--- src/design/salb_pkg.sv ---
// Shared types and constants for the suffix array and LCP builder.
// Depends on nothing; used by the controller, the datapath and the top level.
`timescale 1ns / 1ps

package salb_pkg;

    // The text buffer is at most 64 bytes deep.
    localparam int STORE_DEPTH = 64;
    localparam int IDX_W       = 6;
    localparam int LEN_W       = 7;

    // A rank holds a byte plus one, so it needs nine bits.
    localparam int RANK_W      = 9;
    localparam int BUCKETS     = 257;
    localparam int BKT_W       = 9;

    // Datapath operations issued by the controller.
    localparam logic [3:0] OP_NONE    = 4'd0;
    localparam logic [3:0] OP_INIT    = 4'd1;
    localparam logic [3:0] OP_CLEAR   = 4'd2;
    localparam logic [3:0] OP_COUNT   = 4'd3;
    localparam logic [3:0] OP_PREFIX  = 4'd4;
    localparam logic [3:0] OP_PLACE   = 4'd5;
    localparam logic [3:0] OP_COPY    = 4'd6;
    localparam logic [3:0] OP_RERANK  = 4'd7;
    localparam logic [3:0] OP_RCOPY   = 4'd8;
    localparam logic [3:0] OP_INVERSE = 4'd9;
    localparam logic [3:0] OP_KASAI   = 4'd10;
    localparam logic [3:0] OP_EMIT    = 4'd11;

    // Command from the controller to the datapath.
    typedef struct packed {
        logic [3:0]       op;
        logic             first;
        logic             use_off;
    } t_cmd;

    // Status from the datapath to the controller.
    typedef struct packed {
        logic             done;
        logic             all_distinct;
        logic             last_pass;
    } t_status;

endpackage

--- src/design/salb_ctrl.sv ---
// Controller state machine of the suffix array and LCP builder.
// Depends on salb_pkg; sequences the datapath phases by command and status.
`timescale 1ns / 1ps

module salb_ctrl (
    input  logic                i_clk,
    input  logic                i_rst_n,
    input  logic                i_run,
    input  salb_pkg::t_status   i_status,
    output salb_pkg::t_cmd      o_cmd,
    output logic                o_busy
);

    localparam logic [3:0] S_IDLE    = 4'd0;
    localparam logic [3:0] S_INIT    = 4'd1;
    localparam logic [3:0] S_CLEAR   = 4'd2;
    localparam logic [3:0] S_COUNT   = 4'd3;
    localparam logic [3:0] S_PREFIX  = 4'd4;
    localparam logic [3:0] S_PLACE   = 4'd5;
    localparam logic [3:0] S_COPY    = 4'd6;
    localparam logic [3:0] S_RERANK  = 4'd7;
    localparam logic [3:0] S_RCOPY   = 4'd8;
    localparam logic [3:0] S_INVERSE = 4'd9;
    localparam logic [3:0] S_KASAI   = 4'd10;
    localparam logic [3:0] S_EMIT    = 4'd11;

    logic [3:0] r_state, n_state;
    logic       r_use_off, n_use_off;
    logic       r_first, n_first;

    // Next state: each phase runs until the datapath reports done.
    always_comb begin
        n_state   = r_state;
        n_use_off = r_use_off;
        n_first   = 1'b0;
        unique case (r_state)
            S_IDLE: begin
                if (i_run) begin
                    n_state = S_INIT;
                    n_first = 1'b1;
                end
            end
            S_INIT: begin
                if (i_status.done) begin
                    n_first = 1'b1;
                    n_use_off = 1'b1;
                    n_state = i_status.last_pass ? S_INVERSE : S_CLEAR;
                end
            end
            S_CLEAR:  if (i_status.done) begin n_state = S_COUNT;  n_first = 1'b1; end
            S_COUNT:  if (i_status.done) begin n_state = S_PREFIX; n_first = 1'b1; end
            S_PREFIX: if (i_status.done) begin n_state = S_PLACE;  n_first = 1'b1; end
            S_PLACE:  if (i_status.done) begin n_state = S_COPY;   n_first = 1'b1; end
            S_COPY: begin
                if (i_status.done) begin
                    n_first = 1'b1;
                    if (r_use_off) begin
                        n_use_off = 1'b0;
                        n_state   = S_CLEAR;
                    end else begin
                        n_state = S_RERANK;
                    end
                end
            end
            S_RERANK: if (i_status.done) begin n_state = S_RCOPY; n_first = 1'b1; end
            S_RCOPY: begin
                if (i_status.done) begin
                    n_first = 1'b1;
                    n_use_off = 1'b1;
                    if (i_status.all_distinct || i_status.last_pass) n_state = S_INVERSE;
                    else n_state = S_CLEAR;
                end
            end
            S_INVERSE: if (i_status.done) begin n_state = S_KASAI; n_first = 1'b1; end
            S_KASAI:   if (i_status.done) begin n_state = S_EMIT;  n_first = 1'b1; end
            S_EMIT:    if (i_status.done) n_state = S_IDLE;
            default:   n_state = S_IDLE;
        endcase
    end

    // State registers.
    always_ff @(posedge i_clk) begin
        if (!i_rst_n) begin
            r_state   <= S_IDLE;
            r_use_off <= 1'b1;
            r_first   <= 1'b0;
        end else begin
            r_state   <= n_state;
            r_use_off <= n_use_off;
            r_first   <= n_first;
        end
    end

    // State codes double as datapath operation codes.
    assign o_cmd.op      = r_state;
    assign o_cmd.first   = r_first;
    assign o_cmd.use_off = r_use_off;
    assign o_busy        = (r_state != S_IDLE);

endmodule

--- config.mk ---
export PLATFORM = sky130hd
export DESIGN_NAME = salb_ctrl
export DESIGN_NICKNAME = d
export VERILOG_FILES = /design/src/design/salb_pkg.sv /design/src/design/salb_ctrl.sv
export SDC_FILE = /design/constraint.sdc
export NUM_CORES = 1
export LEC_CHECK = 0
export BUFFER_PORTS_ARGS = -buffer_cell sky130_fd_sc_hd__buf_2
export CORE_AREA = 2 2 39 41
export DETAILED_ROUTE_END_ITERATION = 10
export DIE_AREA = 0 0 41 43
export GPL_TIMING_DRIVEN = 0
export PLACE_DENSITY_LB_ADDON = 0.3
export SKIP_LAST_GASP = 1
export SLEW_MARGIN = 20
export SYNTH_ARGS = -nofsm -noshare
export SYNTH_HDL_FRONTEND = slang
export SYNTH_SLANG_ARGS = --single-unit
--- constraint.sdc ---
create_clock -name i_clk -period 3.65 [get_ports i_clk]
set_clock_uncertainty 0.2 [all_clocks]
set_input_delay 0.1825 -clock i_clk [delete_from_list [all_inputs] [get_ports i_clk]]
set_output_delay 0.1825 -clock i_clk [all_outputs]
set_load 0.02 [all_outputs]
======== Yosys cells after proc, flatten, opt, wreduce, memory -nomap -nowiden ========
Cells that the tools add are included.
word-level totals
  output and inout port bits .............. 7
  word-level logic and storage cells ...... 57
  flip-flop bits (word level) ............. 6
  bits of input ports ..................... 6
cells by class
  mux-type cells .......................... 22
  eq/ne operators ......................... 24
  reductions and logical operators ........ 8
operators by type and width
  operator                                       number
  2-to-1 mux 4 bit                               14
  one-hot mux 4 bit (12 select lines)            1
  != test 2 bit, second input constant           12
  == test 4 x 3 -> 1 bit, second input constant  4
  == test 4 bit, second input constant           4
  AND reduction 12 bit                           1
  OR reduction 10 bit                            1
  == test 4 x 2 -> 1 bit, second input constant  2
  == test 4 x 1 -> 1 bit, second input constant  1
  zero test 4 bit                                1
  2-to-1 mux 1 bit                               4
  one-hot mux 1 bit (2 select lines)             2
  nonzero test 4 bit                             1
  2-to-1 mux 3 bit                               1
  AND reduction 3 bit                            1
  != test 2 x 1 -> 1 bit, second input constant  1
  nonzero test 2 bit                             1
  OR reduction 2 bit                             1
  logical OR 1 bit                               1

======== Longest topological paths before layout ========
Gate-level depths: netlist of run 1.
  depth after elaboration ................. 4
  mapped depth ............................ 5
  depth with buffers taken out ............ 4

======== Worst setup path before layout of run 1 ========
No wires, ideal clock.
  path kind ............................... reg2reg
  start ................................... register r_state[3]
  end ..................................... register r_state[1]
  slack ................................... 1.867 ns
  path buffers ............................ 1
  library setup time ...................... 0.130 ns
  stages on the path, launching flop included .. 6
  required time ........................... 3.320 ns
  arrival time ............................ 1.453 ns
  clock period less this slack ............ 1.783 ns
  cell sequence ........................... dfxtp_1 buf_6 or4_4 o2111a_4 o21ai_1 o211ai_1
on the way
  longest elaborated chain between the ends .. 3
  elaborated cells between the ends (all ways) .. 26
  classes of those cells .................. 23 x eq/ne; 1 x mux; 2 x reduce/logical
RTL lines
  what                                                  RTL line         RTL
  start: declaration                                    salb_ctrl.sv:27  logic [3:0] r_state, n_state;
  start signal: assignment                              salb_ctrl.sv:88  r_state <= n_state;
  == test 4 x 1 -> 1 bit, or another cell as far along  salb_ctrl.sv:36  unique case (r_state)
  != test 2 bit (no source line)                        -
  AND reduction 12 bit (no source line)                 -
Several ways; a longest one is shown, not always the timed one.
A chain may end at the register's enable or synchronous reset.

======== Final worst setup path of run 1 ========
  start ................................... register r_state[3]
  end ..................................... output o_busy
on the way
  longest elaborated chain between the ends .. 1
RTL lines
  what                RTL line         RTL
  nonzero test 4 bit  salb_ctrl.sv:98  assign o_busy = (r_state != S_IDLE);
  end: declaration    salb_ctrl.sv:11  output logic o_busy
Every way passes these cells.

==> results.json, run 1 <==
{
  "outcome": "complete, no violations",
  "skew_pair_late_insertion_delay_ns": 0.24,
  "hold_viol": 0,
  "max_cap_check_violation_count": 0,
  "netlist_area_um2": 483,
  "critical_path.max_stage_delay_ns": 0.52,
  "cts.clk_slew.worst_paths_ns": 0.04,
  "insertedDiodeCount": 0,
  "cp-start-kind": "register",
  "row_count": 14,
  "slew-limit-headroom_pct": 75.9,
  "flow.area_growth_from_synthesis_pct": 23.3,
  "critPathLaunch": "r_state[3]$_SDFFE_PN0P_",
  "synth_area_per_cell_um2": 7.32,
  "worst-slew-pin-transition_ns": 0.362,
  "wire_per_inst_um": 11.7,
  "antenna_violations_before_repair": 0,
  "hp_class": "in2reg",
  "gp_congestion": 0.858,
  "timing.critical_path.required_ns": 3.27,
  "clockRootBuffer": "clkbuf_4",
  "ctsHtreeMaxLevel": 1,
  "reg2reg_setup_slack_ns": 1.88,
  "clock_tree.buffer_depth": 2,
  "design.die.area_um2": 1760,
  "worst_r2r_dst": "r_state[1]$_SDFFE_PN0P_",
  "final_core_util_pct": 43.0,
  "critical_path.endpoint_type": "primary output",
  "synth_sequential_area_ratio_pct": 24.9,
  "setup_viol": 0,
  "max-vdd-ir-drop_mv": 0.313,
  "initial_core_util_pct": 34.9,
  "core_region_area_um2": 1380,
  "reg2regPathDepth": 5,
  "crit_chain": "buf_6, or4_4, buf_2",
  "peak_clock_frequency_supported_by_timing_mhz": 563,
  "yosys_register_bits": 6,
  "critical_path.reg2reg.startpoint": "r_state[1]$_SDFFE_PN0P_",
  "post_cts_hold_buffer_count": 1,
  "power.leakage_uw": 0.000280,
  "timing_worst_setup_path_type": "reg2out",
  "detailedRoute.firstPassIterationCount": 5,
  "cts_resized": 0,
  "chipWidth_um": 41,
  "hold-worst-slack_ns": 0.0756,
  "die_h_um": 43,
  "cpMaxStageDelayCell": "or4_4",
  "overflow": 0,
  "io_pins": 13,
  "grt_pass1_vias": 444,
  "slew_violations": 0,
  "layout.filler_cells": 148,
  "syn_nets": 72,
  "tritoncts": "yes",
  "nNetsFinal": 90,
  "via_per_inst": 5.37,
  "dp.final_hpwl_um": 831,
  "port-buffer-count": 12,
  "rsz0062_at_grt": "no",
  "critical_path_at_ns": 1.39,
  "cts_inserted_buffers": 3,
  "dominantRegCellSynth": "dfxtp_1",
  "grt_use_total_pct": 15.2,
  "1st_iter_drt_viols": 28,
  "netlist-cell-type-count": 27,
  "mostFrequentLayoutCell": "buf_2",
  "yosysWarningCount": 0,
  "routed_wirelength_um": 1140,
  "p_per_area_nw_per_um2": 364,
  "final.min_clock_period_ns": 1.78,
  "finalCritPeriodShare_pct": 48.7,
  "critical_path.max_fanout": 10,
  "mostFrequentLayoutCells": "buf_2, o21ai_0, a21oi_1, dfxtp_1",
  "via_count": 526,
  "numClockSinks": 6,
  "totalNegativeSetupSlack_ns": 0,
  "post_cts.repair.setup_buffers": 0,
  "synthArstFlopShare_pct": 0,
  "synth_enable_flop_cells": 0,
  "drive_gt1_share_pct": 28.0,
  "global_route_wire_length_before_repair_um": 1810,
  "drc": 0,
  "crit_end": "o_busy",
  "post_drt_antenna_nets": 0,
  "grt_max_degree": 11,
  "postSynthCellCount": 66
}
## logic make-up after synthesis
family                    Yosys count  share of synthesized area, %
and+or+nand+nor                    26                          30.8
AOI/OAI and AO/OA                  24                          31.9
buffers and inverters               9                          10.6
DFF                                 6                          24.9
xor gates and xnor gates            1                          1.81
## metal layers
metal / wire, um / share of wire [%] / GRT usage [%] / vias to the layer above
met5: 0 / 0 / 0 / -
met4: 10 / 0.87 / 3.33 / 0
met3: 77 / 6.7 / 9.42 / 2
met2: 514 / 45 / 19.7 / 14
met1: 542 / 47 / 21.0 / 241
li1: - / - / - / 269
## how the worst min path moves through the flow
stage / cells after the start / end / start
after floorplan: 1 / r_use_off$_SDFFE_PN1P_ / i_rst_n
after global placement: 2 / r_use_off$_SDFFE_PN1P_ / i_rst_n
after detailed placement: 2 / r_use_off$_SDFFE_PN1P_ / i_rst_n
after CTS: 3 / r_first$_SDFF_PN0_ / i_status[2]
after global routing: 3 / r_first$_SDFF_PN0_ / i_status[2]
final: 3 / r_first$_SDFF_PN0_ / i_status[2]
## power by group
| group | total, uW | switching (uW) | internal [uW] |
|---|---|---|---|
| Clock | 59.9 | 22.7 | 37.1 |
| Sequential | 73.8 | 3.05 | 70.7 |
| Combinational | 82.9 | 49.1 | 33.8 |
## cells in the mapped netlist, drive strengths merged, types with 2 or more instances
cell	number	area (um2)
a21boi	2	15.0
a21o	2	15.0
a21oi	6	30.0
and3	2	12.5
buf	5	36.3
dfxtp	6	120
inv	3	11.3
nand2	5	18.8
nand2b	3	18.8
nand3	4	20.0
nor2	6	30.0
o211ai	2	15.0
o21ai	10	50.1
or4	2	18.8
## sequential cells by signal, indices dropped and copies added, names as in the netlist
signal     count
r_state        4
r_first        1
r_use_off      1
## worst max-delay path, delay by kind of cell (launching register included)
family,cells,cell delay (ns)
DFF,1,0.31
buffers and inverters,2,0.32
and+or+nand+nor,1,0.52
## metrics by stage
stage	power, uW	cells	cell area, um2	setup WS [ns]
after global routing	232	98	596	1.79
final	216	98	596	1.87
after floorplan	135	66	483	1.87
after CTS	218	98	596	1.87
after global placement	156	94	563	1.89
after detailed placement	156	94	563	1.91
## final cells by class
cell class                      instances  area [um2]  area share (%)
Tap cell                               16        20.0            3.36
Sequential cell                         6         120            20.2
Buffer                                  6        40.0            6.72
Multi-Input combinational cell         51         312            52.3
Inverter                                3        11.3            1.89
Timing Repair Buffer                   13        70.1            11.8
Clock buffer                            3        22.5            3.78
No activity file was read; power rests on OpenSTA's default activity.
==> inputs of run 2 (changes only) <==
clock period = 1.6 ns   (was 3.65 ns; I/O delays follow)
==> run 2 against run 1 <==
The run now ends with setup timing left. Worst hold slack worse by 0.0035 ns. Non-clock buffer count up 1. Via count up 5.3%. Sequential cell count unchanged. Power rose to 2.5 times the previous value. Critical endpoint is now r_state[1]$_SDFFE_PN0P_. Highest routed layer unchanged.
==> results.json, run 2 (synthesis gave the netlist of run 1 again) <==
{
  "outcome": "finished, violations left",
  "failed_checks": "setup timing",
  "crit_end": "r_state[1]$_SDFFE_PN0P_",
  "1st_iter_drt_viols": 25,
  "reg2reg_setup_slack_ns": -0.04,
  "gp_congestion": 0.837,
  "max-vdd-ir-drop_mv": 0.396,
  "chipWidth_um": 41,
  "hp_class": "in2reg",
  "via_per_inst": 5.54,
  "critical_path.endpoint_type": "register",
  "power.leakage_uw": 0.000294,
  "insertedDiodeCount": 0,
  "numClockSinks": 6,
  "peak_clock_frequency_supported_by_timing_mhz": 609,
  "routed-wl-met3_um": 66,
  "mostFrequentLayoutCells": "buf_2, o21ai_0, a21oi_1, nor2_1, nand2_1",
  "core_region_area_um2": 1380,
  "worst_r2r_dst": "r_state[1]$_SDFFE_PN0P_",
  "critical_path.max_fanout": 5,
  "clockRootBuffer": "clkbuf_4",
  "setup_viol": 5,
  "grt_max_degree": 11,
  "routed.top_layer": "met4",
  "final_core_util_pct": 46.3,
  "timing_worst_setup_path_type": "reg2reg",
  "setup_ws_ns": -0.0417,
  "slew-limit-headroom_pct": 84.8,
  "finalCritPeriodShare_pct": 103,
  "instances_no_fill": 100,
  "clock_tree.buffer_depth": 2,
  "critPathLaunch": "r_state[3]$_SDFFE_PN0P_",
  "die_h_um": 43,
  "max_cap_check_violation_count": 0,
  "critical_path.reg2reg.startpoint": "r_state[3]$_SDFFE_PN0P_",
  "largest_register_ffs": 4,
  "hold_viol": 0,
  "p_per_area_nw_per_um2": 860,
  "largest_register_by_flop_count": "r_state",
  "rsz0062_at_grt": "yes",
  "mostFrequentLayoutCell": "buf_2",
  "cp-start-kind": "register",
  "routed_wirelength_um": 1280,
  "tritoncts": "yes",
  "ctsHtreeMaxLevel": 1,
  "slew_violations": 0,
  "grt_use_total_pct": 18.2,
  "initial_core_util_pct": 34.9,
  "critical_path_at_ns": 1.58,
  "worst-slew-pin-transition_ns": 0.229,
  "place_inst": 94,
  "cts_inserted_buffers": 3,
  "met1_length_um": 576,
  "met2RoutedLength_um": 619,
  "via_count": 554,
  "final.min_clock_period_ns": 1.64,
  "row_count": 14,
  "cts.clk_slew.worst_paths_ns": 0.06,
  "io_pins": 13,
  "timing.critical_path.required_ns": 1.54,
  "drc": 0,
  "skew_pair_late_insertion_delay_ns": 0.26,
  "wire_per_inst_um": 12.8,
  "dp.final_hpwl_um": 863,
  "flow.area_growth_from_synthesis_pct": 32.6,
  "post_drt_antenna_nets": 0,
  "design.die.area_um2": 1760,
  "drive_gt1_share_pct": 36.9,
  "port-buffer-count": 12,
  "largestRegisters": "r_state: 4 flops, r_first: 1 flops, r_use_off: 1 flops",
  "totalPowerFinal_uw": 551,
  "pre_cts_slack_ns": -0.101,
  "detailedRoute.firstPassIterationCount": 4,
  "reg2regPathDepth": 4,
  "antenna_violations_before_repair": 0,
  "nNetsFinal": 91,
  "grt_pass1_vias": 491,
  "global_route_wire_length_before_repair_um": 2180,
  "overflow": 0
}
run 2: layer usage:
metal | global-route usage (%) | vias up
met4 | 8.67 | 0
met1 | 24.7 | 259
met5 | 0 | -
met2 | 24.7 | 20
met3 | 6.28 | 2
li1 | - | 273
run 2: how the worst min path moves through the flow:
stage                              endpoint  slack (ns)  cells after the start        start
floorplan            r_use_off$_SDFFE_PN1P_       -0.05                      1      i_rst_n
global placement     r_use_off$_SDFFE_PN1P_        0.12                      2      i_rst_n
detailed placement   r_use_off$_SDFFE_PN1P_        0.11                      2      i_rst_n
CTS                 r_state[3]$_SDFFE_PN0P_        0.06                      5  i_status[0]
global route        r_state[3]$_SDFFE_PN0P_        0.11                      5  i_status[0]
finish              r_state[1]$_SDFFE_PN0P_        0.07                      4  i_status[1]
run 2: worst max-delay path, cell delays in order (launching register included):
cell	delay, ns
dfxtp_4	0.34
or4_4	0.58
o2111a_4	0.19
o21ai_2	0.13
o211ai_1	0.09
run 2: final cells by class:
type                            count  area (um2)
Fill cell                         147         743
Multi-Input combinational cell     51         330
Sequential cell                     6         129
Timing Repair Buffer               15        93.8
Buffer                              5        30.0
Clock buffer                        4        26.3
Tap cell                           16        20.0
Inverter                            3        11.3
run 2: repair_timing:
action,CTS,global route
pin swaps,7,0
setup buffers,1,0
gates resized for setup,9,0
cloned,0,0
endpoints found under the hold margin,6,0
hold buffers,2,0
setup endpoints to repair,5,5
run 2: metrics by stage:
step / hold WS [ns] / TNS [ns] / cell area, um2
finish: 0.0721 / -0.119 / 641
global route: 0.109 / -0.326 / 641
CTS: 0.0606 / -0.123 / 641
detailed placement: 0.113 / -0.336 / 569
global placement: 0.115 / -0.329 / 569
floorplan: -0.0482 / -0.223 / 489
run 2: power breakdown:
part / switching [uW] / total [uW] / internal [uW]
combinational: 126 / 218 / 92.6
clock: 70.7 / 166 / 95.5
sequential: 7.29 / 166 / 159
